File: config.mk
export PLATFORM = sky130hd
export DESIGN_NAME = q8mm_scale_acc
export DESIGN_NICKNAME = d
export VERILOG_FILES = /design/src/rtl/core/q8mm_pkg.sv /design/src/rtl/core/q8mm_scale_acc.sv
export SDC_FILE = /design/constraint.sdc
export NUM_CORES = 2
export LEC_CHECK = 0
export ABC_AREA = 1
export BUFFER_PORTS_ARGS = -buffer_cell sky130_fd_sc_hd__buf_2
export CAP_MARGIN = 20
export CORE_MARGIN = 5
export CORE_UTILIZATION = 30
export CTS_BUF_LIST = sky130_fd_sc_hd__clkbuf_4
export CTS_CLUSTER_DIAMETER = 150
export CTS_CLUSTER_SIZE = 8
export DETAILED_ROUTE_END_ITERATION = 16
export PLACE_DENSITY = 0.48
export SLEW_MARGIN = 10
export SYNTH_ARGS = -nofsm -noshare
export SYNTH_HDL_FRONTEND = slang
export SYNTH_SLANG_ARGS = --single-unit
File: constraint.sdc
create_clock -name aclk -period 16.89 [get_ports aclk]
set_input_delay 2.5335 -clock aclk [delete_from_list [all_inputs] [get_ports aclk]]
set_output_delay 2.5335 -clock aclk [all_outputs]
set_load 0.05 [all_outputs]
File: src/rtl/core/q8mm_pkg.sv
// q8mm_pkg: shared types, widths, codes and helpers for the q8 matmul tile core
// used by q8mm_scale_acc and q8_block_quantized_matmul_tile_core; no dependencies
`default_nettype none

package q8mm_pkg;

    // default tile geometry
    localparam int DEF_TILE_ROWS  = 16;
    localparam int DEF_TILE_COLS  = 64;
    localparam int DEF_TILE_DEPTH = 64;
    localparam int DEF_BLOCK_SIZE = 32;

    // payload field widths
    localparam int ACTION_W = 2;
    localparam int ROW_W    = 4;
    localparam int COL_W    = 6;
    localparam int K_W      = 6;
    localparam int A_W      = 16;
    localparam int Q_W      = 8;
    localparam int SCALE_W  = 16;
    localparam int ACC_W    = 48;
    localparam int STATUS_W = 2;

    // configuration port and register widths
    localparam int CFG_IDX_W  = 2;
    localparam int CFG_DATA_W = 7;
    localparam int CFG_LEN_W  = 7;
    localparam int CFG_ROWS_W = 5;
    localparam int CFG_COLS_W = 7;

    // inner position counters, wide enough for length plus one block
    localparam int POS_W = CFG_LEN_W + 1;

    // a times quant product width
    localparam int PRD_W = A_W + Q_W;

    // fp16 scale decode
    localparam int MAN_W   = 11;
    localparam int EXP_W   = 5;
    localparam logic [EXP_W-1:0] EXP_ALL_ONES  = 5'h1F;
    localparam logic [EXP_W-1:0] EXP_UNIT_SHIFT = 5'd17;

    // configuration reset values
    localparam logic [CFG_LEN_W-1:0]  RST_INNER_LENGTH = 7'd64;
    localparam logic [CFG_ROWS_W-1:0] RST_ROW_COUNT    = 5'd16;
    localparam logic [CFG_COLS_W-1:0] RST_COL_COUNT    = 7'd64;

    // configuration register indexes
    localparam logic [CFG_IDX_W-1:0] CFG_INNER_LENGTH = 2'd0;
    localparam logic [CFG_IDX_W-1:0] CFG_ROW_COUNT    = 2'd1;
    localparam logic [CFG_IDX_W-1:0] CFG_COL_COUNT    = 2'd2;

    // item actions
    localparam logic [ACTION_W-1:0] ACT_WRITE_A     = 2'd0;
    localparam logic [ACTION_W-1:0] ACT_WRITE_QUANT = 2'd1;
    localparam logic [ACTION_W-1:0] ACT_WRITE_SCALE = 2'd2;
    localparam logic [ACTION_W-1:0] ACT_COMPUTE     = 2'd3;

    // result status codes
    localparam logic [STATUS_W-1:0] STAT_OK          = 2'd0;
    localparam logic [STATUS_W-1:0] STAT_BAD_INDEX   = 2'd1;
    localparam logic [STATUS_W-1:0] STAT_NON_FINITE  = 2'd2;
    localparam logic [STATUS_W-1:0] STAT_SATURATED   = 2'd3;

    // 48-bit accumulator limits
    localparam logic signed [ACC_W-1:0] ACC_MAX = {1'b0, {(ACC_W-1){1'b1}}};
    localparam logic signed [ACC_W-1:0] ACC_MIN = {1'b1, {(ACC_W-1){1'b0}}};

    // control from the sequencer to the block scaler
    typedef struct packed {
        logic clear;
        logic start;
    } sacc_ctrl_t;

    // status from the block scaler back to the sequencer
    typedef struct packed {
        logic done;
        logic sat;
    } sacc_stat_t;

    // fp16 field helpers
    function automatic logic [EXP_W-1:0] fp16_exp(input logic [SCALE_W-1:0] h);
        return h[14:10];
    endfunction

    function automatic logic [MAN_W-1:0] fp16_man(input logic [SCALE_W-1:0] h);
        return {1'b1, h[9:0]};
    endfunction

    function automatic logic fp16_sign(input logic [SCALE_W-1:0] h);
        return h[15];
    endfunction

endpackage

`default_nettype wire

File: src/rtl/core/q8mm_scale_acc.sv
// q8mm_scale_acc: scales one block sum by its fp16 scale and adds it into the
// saturating 48-bit accumulator over four registered steps; uses q8mm_pkg
`default_nettype none

module q8mm_scale_acc
    import q8mm_pkg::*;
#(
    parameter  int BLOCK_SIZE = DEF_BLOCK_SIZE,
    localparam int BSUM_W     = PRD_W + $clog2(BLOCK_SIZE)
) (
    input  wire logic                     aclk,
    input  wire logic                     aresetn,
    input  wire sacc_ctrl_t               ctrl,
    input  wire logic signed [BSUM_W-1:0] bsum,
    input  wire logic [SCALE_W-1:0]       scale,
    output sacc_stat_t                    stat,
    output logic signed [ACC_W-1:0]       acc
);

    localparam int MUL_W  = BSUM_W + MAN_W;
    localparam int MULX_W = MUL_W + 1;
    localparam int MAG_W  = MUL_W - 1;
    localparam int SH_W   = MAG_W + 14;
    localparam int WIDE_W = SH_W + 2;

    localparam logic signed [WIDE_W-1:0] WIDE_MAX = {{(WIDE_W-ACC_W){1'b0}}, ACC_MAX};
    localparam logic signed [WIDE_W-1:0] WIDE_MIN = {{(WIDE_W-ACC_W){1'b1}}, ACC_MIN};

    logic                     v1_reg, v2_reg, v3_reg, done_reg;
    logic signed [MUL_W-1:0]  mul_reg;
    logic [EXP_W-1:0]         ex_reg;
    logic                     sgn_reg;
    logic [MAG_W-1:0]         mag_reg;
    logic                     neg_reg;
    logic [SH_W-1:0]          sh_reg;
    logic signed [ACC_W-1:0]  acc_reg;
    logic                     sat_reg;

    logic signed [MULX_W-1:0] mul_full;
    logic [MAG_W-1:0]         mag_next;
    logic [SH_W-1:0]          sh_next;
    logic [EXP_W-1:0]         rsh;
    logic [MAG_W:0]           rnd;
    logic signed [WIDE_W-1:0] acc_ext;
    logic signed [WIDE_W-1:0] term_ext;
    logic signed [WIDE_W-1:0] sum_wide;
    logic signed [ACC_W-1:0]  acc_next;
    logic                     clamp;

    // step one: block sum times mantissa
    assign mul_full = MULX_W'(bsum) * MULX_W'($signed({1'b0, fp16_man(scale)}));

    // step two: magnitude, subnormal and zero scales flush to nothing
    always_comb begin
        if (ex_reg == '0) begin
            mag_next = '0;
        end else if (mul_reg[MUL_W-1]) begin
            mag_next = MAG_W'(-mul_reg);
        end else begin
            mag_next = MAG_W'(mul_reg);
        end
    end

    // step three: exponent shift, right shifts round half away from zero
    always_comb begin
        rsh = EXP_UNIT_SHIFT - ex_reg;
        rnd = (MAG_W+1)'(mag_reg) + ((MAG_W+1)'(1) << (rsh - 5'd1));
        if (ex_reg >= EXP_UNIT_SHIFT) begin
            sh_next = SH_W'(mag_reg) << (ex_reg - EXP_UNIT_SHIFT);
        end else begin
            sh_next = SH_W'(rnd >> rsh);
        end
    end

    // step four: signed add into the accumulator and clamp
    always_comb begin
        acc_ext  = {{(WIDE_W-ACC_W){acc_reg[ACC_W-1]}}, acc_reg};
        term_ext = {2'b00, sh_reg};
        sum_wide = neg_reg ? (acc_ext - term_ext) : (acc_ext + term_ext);
        clamp    = 1'b1;
        if (sum_wide > WIDE_MAX) begin
            acc_next = ACC_MAX;
        end else if (sum_wide < WIDE_MIN) begin
            acc_next = ACC_MIN;
        end else begin
            acc_next = ACC_W'(sum_wide);
            clamp    = 1'b0;
        end
    end

    // step valid bits
    always_ff @(posedge aclk) begin
        if (!aresetn) begin
            v1_reg   <= 1'b0;
            v2_reg   <= 1'b0;
            v3_reg   <= 1'b0;
            done_reg <= 1'b0;
        end else begin
            v1_reg   <= ctrl.start;
            v2_reg   <= v1_reg;
            v3_reg   <= v2_reg;
            done_reg <= v3_reg;
        end
    end

    // accumulator and saturation flag
    always_ff @(posedge aclk) begin
        if (!aresetn) begin
            acc_reg <= '0;
            sat_reg <= 1'b0;
        end else if (ctrl.clear) begin
            acc_reg <= '0;
            sat_reg <= 1'b0;
        end else if (v3_reg) begin
            acc_reg <= acc_next;
            sat_reg <= sat_reg | clamp;
        end
    end

    // datapath registers
    always_ff @(posedge aclk) begin
        if (ctrl.start) begin
            mul_reg <= MUL_W'(mul_full);
            ex_reg  <= fp16_exp(scale);
            sgn_reg <= fp16_sign(scale);
        end
        if (v1_reg) begin
            mag_reg <= mag_next;
            neg_reg <= mul_reg[MUL_W-1] ^ sgn_reg;
        end
        if (v2_reg) begin
            sh_reg <= sh_next;
        end
    end

    assign stat.done = done_reg;
    assign stat.sat  = sat_reg;
    assign acc       = acc_reg;

endmodule

`default_nettype wire

==> summary.md <==
| Metric | Value |
|---|---|
| Status | `finished clean` |
| Post-Route Setup TNS | `0 ns` |
| Post-synth ARST share | `0` |
| NumNets Final | `5381` |
| Height of the chip | `336 um` |
| Unrepaired setup endpoints after global routing | `no` |
| Synth Area per Inst | `6.51 um2` |
| # clock sinks | `192` |
| Critical Path Fanout Max | `29` |
| Root Buffer | `clkbuf_4` |
| Sequential area share after synthesis | `0.164` |
| Drt total wl | `106000 um` |
| DR vias/cell | `4.80` |
| Max clock buf depth | `2` |
| Setup Buffers After CTS | `0` |
| Min cycle time layout | `7.66 ns` |
| Io pins | `99` |
| Share of layout cells above drive strength 1 | `0.0485` |
| CTS tree | `built` |
| CTS Hold Bufs | `0` |
| Largest area contributor in the netlist | `fa_1` |
| Drt drc | `0` |
| Crit path required time | `17.40 ns` |
| Post-route ant nets | `0` |
| Setup crit end kind | `flip-flop` |
| YS warnings | `0` |
| Detailed Route Iter0 Violations | `2424` |
| Most frequent CP cell | `fa_1` |
| Input/output buffers | `98` |
| Vias in the first global route | `29500` |
| Pre-CTS setup slack | `8.43 ns` |
| Core Rows | `119` |
| Largest net degree at the start of global routing | `92` |
| HP Class | `flip-flop to flip-flop` |
| Die Span X | `336 um` |
| Max-cap violation count | `0` |
| Clk_lat worst skew | `0.77 ns` |
| Initial antenna violation count | `2` |
| Vias | `30100` |
| Post-synthesis cell type count | `57` |
| Worst hold slack | `0.518 ns` |
| Final worst setup slack | `9.23 ns` |
| Achievable Freq | `130 MHz` |
| H-tree levels | `4` |
| Final setup skew | `0.0358 ns` |
| Crit Path Category | `input pin to flip-flop` |
| Detailed Routing Iterations Pass 1 | `6` |
| Max FFs per register | `53` |
| Total Routing Usage GR | `0.186` |
| Final setup vio count | `0` |
| Initial Util | `0.302` |
| Mapped Nets | `5413` |
| VDD IR max | `0.0938 mV` |
| Synth top area cells | `fa_1, nand2_1, edfxtp_1, inv_1, nand3_1` |
| Crit-path cells | `buf_2, nand2_1, fa_1, fa_1, inv_1, fa_1, inv_1, fa_1, inv_1, fa_1, ha_1, nand2_1, nor4_1, a21oi_1, inv_1, a21oi_1, o21ai_0, nand2_1, nand2_1, xor2_1` |
| Per-cell routed wire length | `16.8 um` |
| PwrDens | `140 nW/um2` |
| Placer Congestion | `0.914` |
| Area Overhead vs Synth | `6.38%` |
| Synthesized cell area | `31900 um2` |
| Final Hold Fails | `0` |
| Number of synthesized flops with an enable pin | `139` |
| Crit path max-delay cell type | `nor4_1` |
| Synth top area share | `0.174` |
| Global-route wire length before repair | `167000 um` |
| CTS resizes | `0` |
| Crit start category | `input pin` |
| Gr ovfl total | `0` |
| Clk slew on worst S/H paths | `0.19 ns` |
| Hpwl dp | `88600 um` |
| Die area | `113000 um2` |
| Fin util | `0.322` |
| Seq cells post-synth | `192` |
| Placeable Area | `106000 um2` |
| Largest stage delay on the critical path | `0.77 ns` |
| Top_reg_cell synth | `edfxtp_1` |
| Leak Pwr | `17.8 nW` |
| Final period utilization | `0.454` |
| Num CTS Buffers | `17` |
| Slew margin rel. | `0.330` |
| Cell count after synthesis | `4906` |
| Critical Path AT | `8.17 ns` |
| Slew Viols, Final | `0` |
| Least-Margin Pin Slew | `1.00 ns` |
==> per-layer routing <==
metal | up-vias | part of all wire | GRT usage
li1 | 15300 | - | -
met1 | 14000 | 0.49 | 0.268
met2 | 711 | 0.44 | 0.300
met3 | 105 | 0.045 | 0.0207
met4 | 2 | 0.024 | 0.0476
met5 | - | 0.00011 | 0
==> synthesized netlist by cell type, drive strengths merged, types with 11 or more instances <==
library cell	count
a21oi	219
a31oi	25
buf	35
clkbuf	138
dfxtp	53
edfxtp	139
fa	277
ha	181
inv	943
mux2i	17
nand2	1467
nand3	466
nand4	43
nor2	344
nor3	68
nor4	17
o21ai	238
o21bai	12
or2	11
xnor2	54
xor2	89
==> power breakdown <==
part           internal (mW)  switching (mW)
clock network         0.0803           0.189
logic                   1.31            2.34
registers              0.767          0.0862
total                   2.15            2.61
==> final cells by class <==
cell class / count / area [um2]
Fill cell: 11700 / 71600
Multi-Input combinational cell: 3591 / 22400
Sequential cell: 192 / 5240
Inverter: 950 / 3570
Tap cell: 1391 / 1740
Timing Repair Buffer: 122 / 691
Clock inverter: 15 / 166
Clock buffer: 17 / 128
Antenna cell: 2 / 5.00
==> cell usage in the layout (no fill, tap or decap), drive strengths merged, types with 2 or more instances in the layout <==
| cell | count |
|---|---|
| o221ai | 4 |
| a22o | 2 |
| mux2i | 17 |
| xnor2 | 54 |
| clkbuf | 17 |
| o21bai | 12 |
| fa | 277 |
| buf | 122 |
| edfxtp | 139 |
| nor3 | 68 |
| and3 | 5 |
| o21a | 9 |
| nand4 | 43 |
| o31ai | 2 |
| nand2 | 1467 |
| clkinv | 12 |
| a21oi | 219 |
| o221a | 2 |
| nand3 | 466 |
| o22ai | 2 |
| o211ai | 8 |
| xor2 | 89 |
| or2 | 11 |
| a21o | 9 |
| nor2 | 344 |
| o32ai | 4 |
| diode | 2 |
| nor4 | 17 |
| o2111ai | 2 |
| ha | 181 |
| a221oi | 2 |
| a21boi | 3 |
| a31o | 2 |
| inv | 951 |
| o21ai | 238 |
| dfxtp | 53 |
| a31oi | 25 |
| and2 | 2 |
==> worst max-delay path: cells and delay by family <==
kind / cells / cell delay [ns]
xor+xnor: 1 / 0.06
fa+ha+maj: 6 / 2.93
simple gates: 5 / 1.19
buf+inv: 5 / 0.82
compound gates: 3 / 0.64
==> kinds of logic (layout without fill, tap and decap cells) <==
family	after synthesis	after routing	synth area share
compound gates	548	548	0.0967
xor+xnor	143	143	0.0395
fa+ha+maj	458	458	0.245
buf+inv	1123	1104	0.134
flops	192	192	0.164
mux	17	17	0.00533
other cells	0	2	0
simple gates	2425	2425	0.316
==> metrics by stage <==
stage | total power [mW] | instance area (um2) | cells
floorplan | 3.55 | 31900 | 4906
global placement | 4.51 | 33600 | 6245
detailed placement | 4.50 | 33700 | 6246
CTS | 4.80 | 34000 | 6278
global route | 5.32 | 34000 | 6279
finish | 4.77 | 34000 | 6280
==> worst paths after layout <==
kind | from | to | slack [ns] | cells after the start
setup / recovery | scale[8] | mul_reg[24] | 9.23 | 20
setup reg to reg | ex_reg[1] | sh_reg[0] | 10.52 | 25
hold reg to reg | sat_reg | sat_reg | 0.52 | 2
hold / removal | sat_reg | sat_reg | 0.52 | 2
No activity file was read; power rests on OpenSTA's default activity.
